### config.mk
export PLATFORM = sky130hd
export DESIGN_NAME = remote_key_repeat_filter
export DESIGN_NICKNAME = d
export VERILOG_FILES = /design/src/hw/rtl/rkr_pkg.sv /design/src/hw/rtl/rkr_core.sv /design/src/hw/rtl/remote_key_repeat_filter.sv
export SDC_FILE = /design/constraint.sdc
export NUM_CORES = 1
export LEC_CHECK = 0
export BUFFER_PORTS_ARGS = -buffer_cell sky130_fd_sc_hd__buf_4
export CORE_AREA = 3 3 141 143
export CTS_BUF_LIST = sky130_fd_sc_hd__clkbuf_4
export DETAILED_ROUTE_END_ITERATION = 8
export DIE_AREA = 0 0 144 146
export PLACE_DENSITY = 0.79
export SLEW_MARGIN = 20
export SYNTH_ARGS = -nofsm -noshare
export SYNTH_HDL_FRONTEND = slang
export SYNTH_HIERARCHICAL = 1
export SYNTH_SLANG_ARGS = --single-unit
### constraint.sdc
create_clock -name clk -period 6.24 [get_ports clk]
set_clock_uncertainty 0.15 [all_clocks]
set_input_delay 1.248 -clock clk [delete_from_list [all_inputs] [get_ports clk]]
set_output_delay 1.248 -clock clk [all_outputs]
set_load 0.03 [all_outputs]
### src/hw/rtl/rkr_pkg.sv
// Package for the remote key repeat filter: event kinds, register indexes,
// default widths and the control struct passed from the core to the top level.
// No dependencies.
`default_nettype none

package rkr_pkg;

  localparam int KEY_WIDTH_DEF  = 32;
  localparam int TIME_WIDTH_DEF = 16;
  localparam int CFG_WIDTH      = 16;
  localparam int CFG_IDX_WIDTH  = 2;
  localparam int COUNT_WIDTH    = 8;

  localparam logic [CFG_WIDTH-1:0] REPEAT_DELAY_RST    = 16'd350;
  localparam logic [CFG_WIDTH-1:0] REPEAT_INTERVAL_RST = 16'd100;
  localparam logic [CFG_WIDTH-1:0] RELEASE_TIMEOUT_RST = 16'd500;

  localparam logic [CFG_IDX_WIDTH-1:0] REG_REPEAT_DELAY    = 2'd0;
  localparam logic [CFG_IDX_WIDTH-1:0] REG_REPEAT_INTERVAL = 2'd1;
  localparam logic [CFG_IDX_WIDTH-1:0] REG_RELEASE_TIMEOUT = 2'd2;

  typedef enum logic [1:0] {
    KIND_PRESS   = 2'd0,
    KIND_REPEAT  = 2'd1,
    KIND_RELEASE = 2'd2
  } kind_t;

  // results produced by one item: count (0..2) and kind of each
  typedef struct packed {
    logic [1:0] n;
    kind_t      kind0;
    kind_t      kind1;
  } ctl_t;

endpackage

`default_nettype wire

### src/hw/rtl/rkr_core.sv
// Decision core: configuration registers, held-key state, elapsed counters
// and the per-item event decision. Depends on rkr_pkg.
`default_nettype none

module rkr_core #(
  parameter int KEY_WIDTH  = rkr_pkg::KEY_WIDTH_DEF,
  parameter int TIME_WIDTH = rkr_pkg::TIME_WIDTH_DEF
) (
  input  wire logic                             clk,
  input  wire logic                             rst,
  input  wire logic                             cfg_we,
  input  wire logic [rkr_pkg::CFG_IDX_WIDTH-1:0] cfg_index,
  input  wire logic [rkr_pkg::CFG_WIDTH-1:0]     cfg_data,
  input  wire logic                             fire,
  input  wire logic                             mode,
  input  wire logic [rkr_pkg::COUNT_WIDTH-1:0]   repeat_count,
  input  wire logic [KEY_WIDTH-1:0]              key_code,
  output rkr_pkg::ctl_t                          ctl,
  output logic [KEY_WIDTH-1:0]                   key0,
  output logic [KEY_WIDTH-1:0]                   key1
);
  import rkr_pkg::*;

  localparam int CMP_W = (TIME_WIDTH > CFG_WIDTH) ? TIME_WIDTH : CFG_WIDTH;

  logic [CFG_WIDTH-1:0]  repeat_delay;
  logic [CFG_WIDTH-1:0]  repeat_interval;
  logic [CFG_WIDTH-1:0]  release_timeout;

  logic [KEY_WIDTH-1:0]  held_key, held_key_next;
  logic                  held_valid, held_valid_next;
  logic                  repeating, repeating_next;
  logic [TIME_WIDTH-1:0] since_first_press, since_first_press_next;
  logic [TIME_WIDTH-1:0] since_last_event, since_last_event_next;

  logic [TIME_WIDTH-1:0] sfp_inc, sle_inc;
  logic                  first_early, last_early, release_due;

  always_ff @(posedge clk) begin
    if (rst) begin
      repeat_delay    <= REPEAT_DELAY_RST;
      repeat_interval <= REPEAT_INTERVAL_RST;
      release_timeout <= RELEASE_TIMEOUT_RST;
    end else if (cfg_we) begin
      unique case (cfg_index)
        REG_REPEAT_DELAY:    repeat_delay    <= cfg_data;
        REG_REPEAT_INTERVAL: repeat_interval <= cfg_data;
        REG_RELEASE_TIMEOUT: release_timeout <= cfg_data;
        default: ;
      endcase
    end
  end

  assign sfp_inc = (since_first_press == '1) ? since_first_press : since_first_press + 1'b1;
  assign sle_inc = (since_last_event == '1) ? since_last_event : since_last_event + 1'b1;

  assign first_early = CMP_W'(since_first_press) < CMP_W'(repeat_delay);
  assign last_early  = CMP_W'(since_last_event) < CMP_W'(repeat_interval);
  assign release_due = CMP_W'(sle_inc) >= CMP_W'(release_timeout);

  always_comb begin
    held_key_next          = held_key;
    held_valid_next        = held_valid;
    repeating_next         = repeating;
    since_first_press_next = since_first_press;
    since_last_event_next  = since_last_event;
    ctl.n     = 2'd0;
    ctl.kind0 = KIND_PRESS;
    ctl.kind1 = KIND_PRESS;
    key0      = key_code;
    key1      = key_code;
    if (!mode) begin
      since_first_press_next = sfp_inc;
      since_last_event_next  = sle_inc;
      if (repeating && release_due) begin
        ctl.n           = 2'd1;
        ctl.kind0       = KIND_RELEASE;
        key0            = held_key;
        repeating_next  = 1'b0;
        held_valid_next = 1'b0;
      end
    end else if (repeat_count == '0) begin
      if (!(held_valid && key_code == held_key && first_early)) begin
        if (repeating) begin
          ctl.n     = 2'd2;
          ctl.kind0 = KIND_RELEASE;
          key0      = held_key;
        end else begin
          ctl.n = 2'd1;
        end
        held_key_next          = key_code;
        held_valid_next        = 1'b1;
        repeating_next         = 1'b0;
        since_first_press_next = '0;
        since_last_event_next  = '0;
      end
    end else if (!last_early && !first_early) begin
      ctl.n                 = 2'd1;
      ctl.kind0             = KIND_REPEAT;
      repeating_next        = 1'b1;
      since_last_event_next = '0;
    end
  end

  always_ff @(posedge clk) begin
    if (rst) begin
      held_key          <= '0;
      held_valid        <= 1'b0;
      repeating         <= 1'b0;
      since_first_press <= '0;
      since_last_event  <= '0;
    end else if (fire) begin
      held_key          <= held_key_next;
      held_valid        <= held_valid_next;
      repeating         <= repeating_next;
      since_first_press <= since_first_press_next;
      since_last_event  <= since_last_event_next;
    end
  end

endmodule

`default_nettype wire

### src/hw/rtl/remote_key_repeat_filter.sv
// Remote key repeat filter, top level: input register, decision core and a
// two-beat result buffer. Depends on rkr_pkg and rkr_core.
// An accepted beat waits in the input register, then its results go to the
// result buffer. Throughput: 1 beat per cycle while results are taken; a beat
// giving a release and a press holds the input while the two-entry result buffer drains.
// Reset (synchronous): buffers empty, state cleared, registers at defaults.
`default_nettype none

module remote_key_repeat_filter #(
  parameter int KEY_WIDTH  = rkr_pkg::KEY_WIDTH_DEF,
  parameter int TIME_WIDTH = rkr_pkg::TIME_WIDTH_DEF,
  localparam int IN_DATA_W  = ((rkr_pkg::COUNT_WIDTH + KEY_WIDTH + 7) / 8) * 8,
  localparam int OUT_DATA_W = ((KEY_WIDTH + 7) / 8) * 8
) (
  input  wire logic                             clk,
  input  wire logic                             rst,
  input  wire logic                             cfg_we,
  input  wire logic [rkr_pkg::CFG_IDX_WIDTH-1:0] cfg_index,
  input  wire logic [rkr_pkg::CFG_WIDTH-1:0]     cfg_data,
  input  wire logic                             s_axis_tvalid,
  output logic                                  s_axis_tready,
  input  wire logic [IN_DATA_W-1:0]              s_axis_tdata,  // repeat_count, key_code
  input  wire logic                             s_axis_tuser,  // mode
  output logic                                  m_axis_tvalid,
  input  wire logic                             m_axis_tready,
  output logic [OUT_DATA_W-1:0]                  m_axis_tdata,  // key_id
  output logic [1:0]                             m_axis_tuser,  // event_kind
  output logic                                  m_axis_tlast
);
  import rkr_pkg::*;

  logic                   in_valid;
  logic                   in_mode;
  logic [COUNT_WIDTH-1:0] in_count;
  logic [KEY_WIDTH-1:0]   in_key;

  logic                   accept, pop, fire;
  ctl_t                   ctl;
  logic [KEY_WIDTH-1:0]   key0, key1;

  logic [1:0]             q_count;
  logic [KEY_WIDTH-1:0]   q_key0, q_key1;
  kind_t                  q_kind0, q_kind1;
  logic                   q_last0, q_last1;

  assign pop    = m_axis_tvalid && m_axis_tready;
  assign fire   = in_valid && (q_count == 2'd0 || (q_count == 2'd1 && pop));
  assign s_axis_tready = !in_valid || fire;
  assign accept = s_axis_tvalid && s_axis_tready;

  always_ff @(posedge clk) begin
    if (rst) begin
      in_valid <= 1'b0;
    end else if (accept) begin
      in_valid <= 1'b1;
    end else if (fire) begin
      in_valid <= 1'b0;
    end
  end

  always_ff @(posedge clk) begin
    if (accept) begin
      in_mode  <= s_axis_tuser;
      in_count <= s_axis_tdata[COUNT_WIDTH-1:0];
      in_key   <= s_axis_tdata[COUNT_WIDTH +: KEY_WIDTH];
    end
  end

  rkr_core #(
    .KEY_WIDTH  (KEY_WIDTH),
    .TIME_WIDTH (TIME_WIDTH)
  ) u_core (
    .clk          (clk),
    .rst          (rst),
    .cfg_we       (cfg_we),
    .cfg_index    (cfg_index),
    .cfg_data     (cfg_data),
    .fire         (fire),
    .mode         (in_mode),
    .repeat_count (in_count),
    .key_code     (in_key),
    .ctl          (ctl),
    .key0         (key0),
    .key1         (key1)
  );

  // fire only when the buffer is empty after this cycle's pop
  always_ff @(posedge clk) begin
    if (rst) begin
      q_count <= 2'd0;
    end else if (fire) begin
      q_count <= ctl.n;
    end else if (pop) begin
      q_count <= q_count - 2'd1;
    end
  end

  always_ff @(posedge clk) begin
    if (fire) begin
      q_key0  <= key0;
      q_kind0 <= ctl.kind0;
      q_last0 <= (ctl.n == 2'd1);
      q_key1  <= key1;
      q_kind1 <= ctl.kind1;
      q_last1 <= 1'b1;
    end else if (pop) begin
      q_key0  <= q_key1;
      q_kind0 <= q_kind1;
      q_last0 <= q_last1;
    end
  end

  assign m_axis_tvalid = (q_count != 2'd0);
  assign m_axis_tdata  = OUT_DATA_W'(q_key0);
  assign m_axis_tuser  = q_kind0;
  assign m_axis_tlast  = q_last0;

endmodule

`default_nettype wire

==> out/metrics.yaml <==
place_congestion: 0.868
cts_made_buffers: 58
reg2reg_slack_ns: 0.97
synth_edf_count: 110
yosysTopAreaCellShare_pct: 29.5
yosysSeqAreaShare_pct: 50.5
track_usage_pct: 22.4
drt-initial-drc-count: 509
vias_per_cell: 5.64
fin_crit_ns: 5.27
post-route-period-util_pct: 84.5
mappedNetlistArea_mm2: 0.0112
post_cts_resize_count: 0
synth_area_leaders: "edfxtp_1 30%, dfxtp_1 21%, mux2_4 7.7%"
yosys.area.top_type: "edfxtp_1"
sw_frac_of_total_pct: 26.0
cts_setup_buffers: 0
hpwlAfterDp_um: 15900
worstSetupPathType: "flip-flop to flip-flop"
grt_pass1_wl_um: 37900
start_util_pct: 59.8
ys_ff_latch: 227
finalSetupTns_ns: 0
die_y_um: 146
syn_to_final_growth_pct: 12.4
ioPinCount: 101
regToRegEndpoint: "m_axis_tdata[31]"
coreArea_mm2: 0.0187
grt_max_degree: 65
synth-main-ff-cell: "dfxtp_1"
status: "completed"
hold_end: "u_core/repeat_interval[10]"
maxCapViolCount: 0
slew_violations: 0
synth_cell_types: 64
min_from: "u_core/repeat_interval[10]"
achievable-frequency_ghz: 0.190
arrival_ns: 5.52
worstPathMaxFanout: 33
crit_required_ns: 6.49
max-clock-path-buffers: 3
power.density_mw_per_mm2: 278
first_pass_iters: 6
syn_area_per_cell_um2: 11.1
clkPwrFrac_pct: 36.6
nets: 1217
postCtsHoldBufs: 0
critPathBufInv: 1
slew-limit-headroom_pct: 44.1
cp-end-kind: "flip-flop"
place.port_buffers: 100
startpoint_type: "flip-flop"
tightest_slew_ns: 0.836
die_w_um: 144
filler_cell_count: 1417
pwr-share-comb_pct: 13.6
crit_chain: "ha_1, nand3_1, or4_1, o21ai_0, ha_1, a2111oi_4, nor4_1, or4_1, a21o_1, a22oi_4, buf_4, mux2_2, mux2_1"
async_reset_ff_share_pct: 0
clock-root-buffer: "clkbuf_4"
yosys.cell_count.top_type: "dfxtp_1"
power.total_mw: 3.49
antenna_found_initial: 1
hold_depth: 2
clk_pin_slew_ns: 0.07
rsz0062_at_grt: "false"
setup_viol: 0
cts.sinks: 227
vias: 7806
cellLeakagePower_nw: 5.18
power.share.sequential_pct: 49.8
crit_start: "u_core/since_last_event[0]"
p_int_mw: 2.58
drive_above_1_share_pct: 24.8
grt_pass1_vias: 7601
wl_per_cell_um: 17.1
ir_drop_uv: 154
wl_um: 23700
critPathSlowestCell: "or4_1"
clock_latency_ns: 0.65
hold_path_class: "flip-flop to flip-flop"
critPathMaxStageDelay_ns: 0.78
drcViolationCount: 0
syn_inst: 1012
hold_viol: 0
r2r-start: "u_core/since_last_event[0]"
cp_top_family: "simple AND/OR/NAND/NOR gates"
synth_commonest_cells: "117 x dfxtp_1, 110 x edfxtp_1, 95 x nand2_1, 79 x a21oi_1, 71 x inv_1"
yosysWarnings: 6
die_area_mm2: 0.0210
cts_tree: "done"
rows: 50
worst-path-stages: 13
r2r_cells: 13
switching_power_mw: 0.908
grt-ovfl-total: 0
htreeDepth: 2
ant_nets: 0
## cell families (layout without fill, tap and decap cells)
family	after synthesis	count (layout)	synth area share, %
simple gates	255	255	10.8
flops	227	227	50.5
compound gates	187	187	11.1
buf+inv	148	284	6.94
mux	101	101	11.7
fa+ha+maj	50	50	5.59
xor+xnor	43	43	3.37
other cells	1	3	0.0335
## worst register-to-register path: cells and delay by family, from the launching register on
kind,cells,cell delay (ns)
flops,1,0.44
buf+inv,1,0.55
fa+ha+maj,2,0.57
simple gates,4,1.58
mux,2,0.71
compound gates,4,1.04
## flip-flops by register name (all words and copies together) (netlist names)
signal                    count
u_core/held_valid             1
u_core/held_key              32
in_valid                      1
u_core/repeating              1
u_core/release_timeout       16
in_key                       32
in_mode                       1
m_axis_tdata                 32
q_kind1                       2
m_axis_tlast                  1
in_count                      8
u_core/since_first_press     16
u_core/repeat_interval       16
u_core/repeat_delay          16
q_key1                       32
u_core/since_last_event      16
m_axis_tuser                  2
q_count                       2
## layout make-up
class | count | area (um^2) | share of cell area, %
antenna | 1 | 2.50 | 0.0199
clock buffer | 98 | 736 | 5.85
clock inverter | 8 | 35.0 | 0.279
inverter | 72 | 270 | 2.15
multi-input combinational | 638 | 4790 | 38.1
sequential | 227 | 5650 | 44.9
tap | 234 | 293 | 2.33
timing repair buffer | 106 | 796 | 6.33
## cell usage in the layout, fill, tap and decap left out, types with 50 or more instances in the layout
cell,synthesis,final
inv_1,71,71
a21oi_1,79,79
edfxtp_1,110,110
mux2_4,57,57
ha_1,50,50
nand2_1,95,95
dfxtp_1,117,117
clkbuf_4,0,98
buf_4,35,106
nor2_1,67,67
## worst max-delay path by stage
stage,to,slack (ns)
6_report,m_axis_tdata[31],0.97
2_1_floorplan,m_axis_tdata[26],1.70
3_3_place_gp,m_axis_tdata[31],1.08
3_5_place_dp,m_axis_tdata[31],0.95
5_1_grt,m_axis_tdata[31],0.66
4_1_cts,m_axis_tdata[31],0.98
## stage by stage
step                      cells  cell area (um^2)  hold WS [ns]  util [%]  setup WS (ns)
after detailed placement   1277             11800         0.298      63.0          0.949
after global routing       1384             12600         0.322      67.2          0.658
after CTS                  1383             12600         0.307      67.2          0.985
final                      1384             12600         0.304      67.2          0.967
after global placement     1277             11800         0.293      63.0           1.08
after floorplan            1013             11200         0.286         -           1.70
## power by group through the flow
stage                     Combinational [mW]  Sequential [mW]  Clock (mW)
after global routing                   0.508             1.75        1.40
after floorplan                        0.261             1.83           0
after global placement                 0.461             1.77           0
final                                  0.473             1.74        1.28
after CTS                              0.474             1.74        1.32
after detailed placement               0.472             1.77           0
## routing by layer
| metal | routed length [um] | vias to the layer above | global-route usage, % |
|---|---|---|---|
| met5 | 0 | - | 0 |
| met4 | 425 | 0 | 7.06 |
| met3 | 1230 | 30 | 4.47 |
| met2 | 11100 | 232 | 35.6 |
| met1 | 11000 | 3739 | 30.9 |
| li1 | - | 3805 | - |
(Power assumes the default switching activity.)
